### src/rtl/core/diff_drive_odometry_defines.svh
// ----------------------------------------------------------------------------
// diff_drive_odometry_defines.svh
// Assertion macros used by the odometry controller (ddo_ctrl).
// ----------------------------------------------------------------------------
`ifndef DIFF_DRIVE_ODOMETRY_DEFINES_SVH
`define DIFF_DRIVE_ODOMETRY_DEFINES_SVH

`ifndef NO_ASSERTIONS

`define DDO_ASSERT_IMPL(label, ante, cons, msg) \
   label: assert property (@(posedge clock) disable iff (reset) (ante) |-> (cons)) \
      else $error(msg);

`define DDO_ASSERT_NEXT(label, ante, cons, msg) \
   label: assert property (@(posedge clock) disable iff (reset) (ante) |=> (cons)) \
      else $error(msg);

`else

`define DDO_ASSERT_IMPL(label, ante, cons, msg)

`define DDO_ASSERT_NEXT(label, ante, cons, msg)

`endif

`endif

### src/rtl/core/ddo_pkg.sv
// ----------------------------------------------------------------------------
// ddo_pkg
// Types and fixed constants of the differential drive odometry block.
// ----------------------------------------------------------------------------
package ddo_pkg;

   // field widths
   localparam int COUNT_W        = 32;
   localparam int POSE_W         = 32;
   localparam int HEADING_W      = 16;
   localparam int CFG_W          = 32;
   localparam int CSR_INDEX_BITS = 4;

   // register map
   localparam logic [CSR_INDEX_BITS-1:0] CSR_METERS_PER_TICK  = CSR_INDEX_BITS'(0);
   localparam logic [CSR_INDEX_BITS-1:0] CSR_HEADING_PER_TICK = CSR_INDEX_BITS'(1);

   localparam logic [CFG_W-1:0] METERS_PER_TICK_RESET  = 32'd2617267;
   localparam logic [CFG_W-1:0] HEADING_PER_TICK_RESET = 32'd1639973;

   // cordic
   localparam int CORDIC_ITERS = 16;
   localparam int ITER_W       = $clog2(CORDIC_ITERS);
   localparam int CORDIC_W     = 32;
   localparam int ANGLE24_W    = 24;
   localparam int Z_W          = 25;
   localparam int ATAN_W       = 22;
   localparam int TRIG_W       = 16;

   localparam logic signed [CORDIC_W-1:0] CORDIC_X0    = 32'sd652032874;
   localparam logic signed [CORDIC_W-1:0] CORDIC_ROUND = 32'sd16384;
   localparam logic signed [CORDIC_W-1:0] Q15_MAX      = 32'sd32767;
   localparam logic signed [CORDIC_W-1:0] Q15_MIN      = -32'sd32768;
   localparam logic signed [TRIG_W-1:0]   TRIG_MAX     = 16'sh7fff;
   localparam logic signed [TRIG_W-1:0]   TRIG_MIN     = 16'sh8000;

   localparam logic signed [Z_W-1:0] ANG_QUARTER     = 25'sd4194304;
   localparam logic signed [Z_W-1:0] ANG_NEG_QUARTER = -25'sd4194304;
   localparam logic signed [Z_W-1:0] ANG_HALF        = 25'sd8388608;

   // arctangent of 2^-i in 24-bit turns
   localparam logic [ATAN_W-1:0] ATAN_TURN24 [CORDIC_ITERS] = '{
      22'd2097152, 22'd1238021, 22'd654136, 22'd332050,
      22'd166669,  22'd83416,   22'd41718,  22'd20860,
      22'd10430,   22'd5215,    22'd2608,   22'd1304,
      22'd652,     22'd326,     22'd163,    22'd81
   };

   // distance and pose
   localparam int DIST_W  = 48;
   localparam logic [DIST_W-1:0] DIST_LIMIT = 48'h8000_0000_0000;
   localparam int Q15_SHIFT = 15;
   localparam int STEP_ROUND = 16384;
   localparam int HEADING_ROUND = 32768;
   localparam int TURN_FRAC = 16;

   localparam logic signed [POSE_W-1:0] POSE_MAX = 32'sh7fff_ffff;
   localparam logic signed [POSE_W-1:0] POSE_MIN = 32'sh8000_0000;

   typedef struct packed {
      logic load;
      logic cordic_step;
      logic finish;
      logic scale_x;
      logic scale_y;
      logic commit;
   } ddo_cmd_type;

   typedef struct packed {
      logic cordic_last;
   } ddo_status_type;

endpackage

### src/rtl/core/ddo_ctrl.sv
// ----------------------------------------------------------------------------
// ddo_ctrl
// Update sequencer: accepts a beat, steps the cordic, scales and commits.
// ----------------------------------------------------------------------------
`include "diff_drive_odometry_defines.svh"

module ddo_ctrl
   import ddo_pkg::*;
(
   input  logic           clock,
   input  logic           reset,
   input  logic           req_valid,
   output logic           req_ready,
   output logic           rsp_valid,
   input  logic           rsp_ready,
   output ddo_cmd_type    cmd,
   input  ddo_status_type status
);

   typedef enum logic [5:0] {
      S_IDLE    = 6'b000001,
      S_CORDIC  = 6'b000010,
      S_FINISH  = 6'b000100,
      S_SCALE_X = 6'b001000,
      S_SCALE_Y = 6'b010000,
      S_COMMIT  = 6'b100000
   } ddo_state_type;

   ddo_state_type state_ff, state_in;
   logic          out_valid_ff, out_valid_in;

   assign req_ready = (state_ff == S_IDLE);
   assign rsp_valid = out_valid_ff;

   always_comb begin
      cmd      = '0;
      state_in = state_ff;
      unique case (state_ff)
         S_IDLE: begin
            if (req_valid) begin
               cmd.load = 1'b1;
               state_in = S_CORDIC;
            end
         end
         S_CORDIC: begin
            cmd.cordic_step = 1'b1;
            if (status.cordic_last) begin
               state_in = S_FINISH;
            end
         end
         S_FINISH: begin
            cmd.finish = 1'b1;
            state_in   = S_SCALE_X;
         end
         S_SCALE_X: begin
            cmd.scale_x = 1'b1;
            state_in    = S_SCALE_Y;
         end
         S_SCALE_Y: begin
            cmd.scale_y = 1'b1;
            state_in    = S_COMMIT;
         end
         S_COMMIT: begin
            if (!out_valid_ff || rsp_ready) begin
               cmd.commit = 1'b1;
               state_in   = S_IDLE;
            end
         end
         default: begin
            state_in = S_IDLE;
         end
      endcase
   end

   always_comb begin
      priority if (cmd.commit) begin
         out_valid_in = 1'b1;
      end else if (rsp_ready) begin
         out_valid_in = 1'b0;
      end else begin
         out_valid_in = out_valid_ff;
      end
   end

   always_ff @(posedge clock) begin
      if (reset) begin
         state_ff     <= S_IDLE;
         out_valid_ff <= 1'b0;
      end else begin
         state_ff     <= state_in;
         out_valid_ff <= out_valid_in;
      end
   end

   `DDO_ASSERT_IMPL(a_commit_slot, cmd.commit, (!out_valid_ff || rsp_ready), "commit over a pending beat")
   `DDO_ASSERT_NEXT(a_load_to_cordic, cmd.load, (state_ff == S_CORDIC), "load did not start cordic")
   `DDO_ASSERT_IMPL(a_rsp_after_commit, $rose(out_valid_ff), $past(cmd.commit), "result without commit")

endmodule

### config.mk
export PLATFORM = sky130hd
export DESIGN_NAME = ddo_ctrl
export DESIGN_NICKNAME = d
export VERILOG_FILES = /design/src/rtl/core/ddo_pkg.sv /design/src/rtl/core/ddo_ctrl.sv
export VERILOG_INCLUDE_DIRS = /design/src /design/src/rtl/core
export SDC_FILE = /design/constraint.sdc
export NUM_CORES = 1
export LEC_CHECK = 0
export BUFFER_PORTS_ARGS = -buffer_cell sky130_fd_sc_hd__buf_2
export CORE_MARGIN = 2
export CORE_UTILIZATION = 29
export CTS_CLUSTER_DIAMETER = 50
export DETAILED_ROUTE_END_ITERATION = 8
export GPL_TIMING_DRIVEN = 0
export HOLD_SLACK_MARGIN = 0.06
export PLACE_DENSITY = 0.55
export SLEW_MARGIN = 10
export SYNTH_ARGS = -nofsm -noshare
export SYNTH_HDL_FRONTEND = slang
export SYNTH_SLANG_ARGS = --single-unit
### constraint.sdc
create_clock -name clock -period 1.5 [get_ports clock]
set_input_delay 0.225 -clock clock [delete_from_list [all_inputs] [get_ports clock]]
set_output_delay 0.225 -clock clock [all_outputs]
set_load 0.005 [all_outputs]
; Word level (Yosys, flattened, before mapping)
; Cells that the tools add are included.
[word_totals]
word_cells = 29
register_bits = 7
out_inout_bits = 8
in_bits = 5
[classes]
mux = 14
n_eq_ne = 9
n_reduce_logical = 4
[op_table]
columns = cell, count
row1 = $pmux W6 S6, 1
row2 = $mux W6, 3
row3 = $mux W1, 10
row4 = $eq A6 B1 Y1 const B, 1
row5 = $eq A6 B2 Y1 const B, 1
row6 = $eq A6 B3 Y1 const B, 1
row7 = $eq A6 B4 Y1 const B, 1
row8 = $eq A6 B5 Y1 const B, 1
row9 = $eq A6 B6 Y1 const B, 1
row10 = $ne A2 B2 Y1 const B, 3
row11 = $reduce_and A3 Y1, 1
row12 = $reduce_bool A2 Y1, 1
row13 = $logic_not A1 Y1, 1
row14 = $logic_or A1 B1 Y1, 1

; Longest topological paths before layout
[depth]
depth_word = 5
mapped_depth = 5
ltp_nobuf = 4

; Least setup slack after synthesis
; OpenSTA, ideal clock, no wires.
[synth_path]
path_type = register to register
startpoint = reg state_ff[1]
endpoint = reg state_ff[0]
arrival_time_ns = 1.360
required_time_ns = 1.383
setup_ns = 0.117
stages_incl_launch_ff = 5
period_less_slack_ns = 1.477
slack_ns = 0.023
n_path_buf = 0
cell_sequence = dfxtp_1 or4_4 nor4b_2 nand3b_2 o21ai_2
[synth_between]
elab_chain_len = 3
elab_cells_between_ends = 11
classes_between = 9 x eq/ne / 1 x mux / 1 x reduce/logical
[synth_rtl]
columns = item, line
row1 = start: declaration, ddo_ctrl.sv:29  ; ddo_state_type state_ff, state_in;
row2 = start signal: assignment, ddo_ctrl.sv:90  ; state_ff <= state_in;
row3 = $eq A6 B6 Y1 (tied with other cells), ddo_ctrl.sv:38  ; unique case (state_ff)
row4 = $ne A2 B2 Y1 (no line), n/a
row5 = $reduce_and A3 Y1 (no line), n/a
; Parallel ways exist; a longest one is shown, timed or not.
; A chain may end at the register's enable or synchronous reset.

==> results.toml <==
[timing]
max_slew_margin_pct = 83.5
setup_violations = 9
period_share_pct = 118
worst_slack_ns = -0.270
rsz0062_at_grt = "true"
fin_skew_ns = 0.00897
max_freq_mhz = 565
hold_violations = 0
drv_slew = 0
worstMarginPinSlew_ns = 0.246
min_period_ns = 1.77

[critical_path]
slowest_delay_ns = 0.56
worstPathRequired_ns = 1.27
cp_top_family = "simple AND/OR/NAND/NOR gates"
cp-end-kind = "output port"
start_kind = "flip-flop"
worst_ep_arrival_time_ns = 1.54
worstPathCellList = "or4_4 > nor3b_4 > nand2_2 > inv_1 > buf_2"
path_buf_inv = 2
cp_slowest_cell = "or4_4"
critPathMaxFanout = 3
criticalPathCategory = "flip-flop to output port"

[power_and_ir_drop]
power_frac_clock_pct = 33.1
switchingPower_mw = 0.147
powerDensity_nw_per_um2 = 757
p_seq_share_pct = 39.9
switching_share_pct = 28.0
p_leak_nw = 0.317
p_comb_share_pct = 26.9
finalPower_mw = 0.525
p_int_mw = 0.378
peakVddDrop_mv = 0.486

[yosys]
synth_ff_type = "dfxtp_1"
yosysMostFrequentCell = "dfxtp_1"
synthArstFlopShare_pct = 0
synth_warnings = 0
avgSynthCellArea_sq_um = 9.38
synthesis.instances = 46
synth_area_leaders = "dfxtp_1 (32%), nor3b_1 (5.2%), nor2_1 (4.3%), nor3b_4 (4.3%), and2b_2 (4.1%)"
synth_top_area_share_pct = 32.5
syn_area_sq_um = 432
synth_edf_count = 0
synth_common_cells = "dfxtp_1 (7), nor2_1 (5), nor3b_1 (3)"
yosysSeqAreaShare_pct = 32.5
synth_top_area_cell = "dfxtp_1"
synth_fp_nets = 51
ys_ff_latch = 7
synthDistinctLibCells = 29

[layout]
syn2layout_area_growth_pct = 60.9
nets = 78
fillers = 131
antenna_cells = 0
drive_gt1_share_pct = 72.2
final_core_util_pct = 51.4
ff_latch_area_sq_um = 150
multi_input_area_sq_um = 327

[clocking]
cts_buffers = 3
clkTransAtPathRegs_ns = 0.05
htree_levels = 1
cts_num_sinks = 7
clk_path_buf_depth = 2
cts_root_buf = "clkbuf_4"
cts_tree = "done"
hold_buffers = 0
clk_latency_ns = 0.26

[flow_run]
maxCapViolCount = 0

[routing]
wirelength_um = 1080
drc_errors = 0
ant_nets = 0
drtIter0Drc = 5
drt_first_pass_iters = 5
viasPerCell = 4.99
vias = 434
wire_per_inst_um = 12.4

[placement]
gp_congestion = 0.694
io_buffers = 12
dp_hpwl_um = 635

[run_status]
outcome = "finished, violations left"
violations = "setup timing"

[floorplan]
rows = 13
die_h_um = 42.6
io_pins = 13
initial_core_util_pct = 32.0
die_width_um = 42.6
dieArea_sq_um = 1810
core_area_sq_um = 1350

[min_path]
hp-class = "primary input to flip-flop"

[grt]
grt_max_degree = 9
grt_first_pass_wirelength_um = 1760
antenna_found_initial = 0
grt-ovfl-total = 0
first_global_vias = 386
grt_usage_pct = 13.6
-- timing repair --
item | CTS | global route
resized for setup | 12 | 9
setup endpoints to repair | 10 | 12
pin swaps | 7 | 7
setup buffers | 5 | 7
-- path summary, 6_finish.rpt --
path	start	endpoint	slack, ns	cells after the start
worst max register to register	state_ff[2]	state_ff[2]	-0.18	5
worst min-delay path	reset	state_ff[1]	0.23	2
worst max-delay path	state_ff[2]	cmd[5]	-0.27	5
worst min register to register	state_ff[5]	state_ff[0]	0.54	2
-- area by class of cell --
type,count,area share (%)
inverter,1,0.541
clock buffer,4,3.78
multi-input combinational,35,47.0
sequential,7,21.6
buffer,1,1.62
tap,15,2.70
timing repair buffer,24,22.7
-- through the flow --
stage                     setup TNS (ns)  hold WS (ns)  setup WS, ns  instance area [sq um]  cells
after global placement            -0.493         0.499        -0.108                    510     73
after CTS                          -1.59         0.232        -0.287                    621     81
after detailed placement          -0.450         0.500       -0.0956                    510     73
after floorplan                        0         0.290        0.0233                    432     46
after global routing               -2.29         0.238        -0.345                    694     87
final                              -1.52         0.234        -0.270                    694     87
-- power by group through the flow --
stage / Sequential, mW / Clock (mW) / Combinational, mW
floorplan: 0.200 / 0 / 0.0786
global placement: 0.200 / 0 / 0.107
detailed placement: 0.200 / 0 / 0.107
CTS: 0.209 / 0.179 / 0.125
global route: 0.211 / 0.188 / 0.157
finish: 0.210 / 0.174 / 0.142
-- layout by cell type (no fill, tap or decap), types with 2 or more instances in the layout --
master and count:
a21oi_1 2, and2_1 2, and2b_2 2, buf_2 12, buf_4 10, buf_6 3, clkbuf_4 3, dfxtp_2 5
nor2_2 4, nor3b_1 3, o21ai_0 2
-- sequential cells by signal (all words and copies together), names as in the netlist --
register,count
rsp_valid,1
state_ff,6
-- worst register-to-register path, stage by stage, from the launching register on --
cell	delay, ns
dfxtp_2	0.31
or4_4	0.56
buf_4	0.17
nor4b_4	0.25
nand3b_4	0.22
nor3b_1	0.06
-- layer usage --
layer  up-vias  share of wire [%]  GRT usage (%)
met5         -                  0              0
met4         0                1.8           7.50
met3         5                5.9           5.60
met2        15                 42           19.1
met1       197                 50           17.3
li1        217                  -              -
-- kinds of logic after synthesis --
logic type	count (synthesis)	synth area share [%]
simple gates	26	46.4
buf+inv	4	5.50
xor+xnor	1	2.03
compound gates	8	13.6
flops	7	32.5
Note: power is estimated with default switching activity, not from simulation.
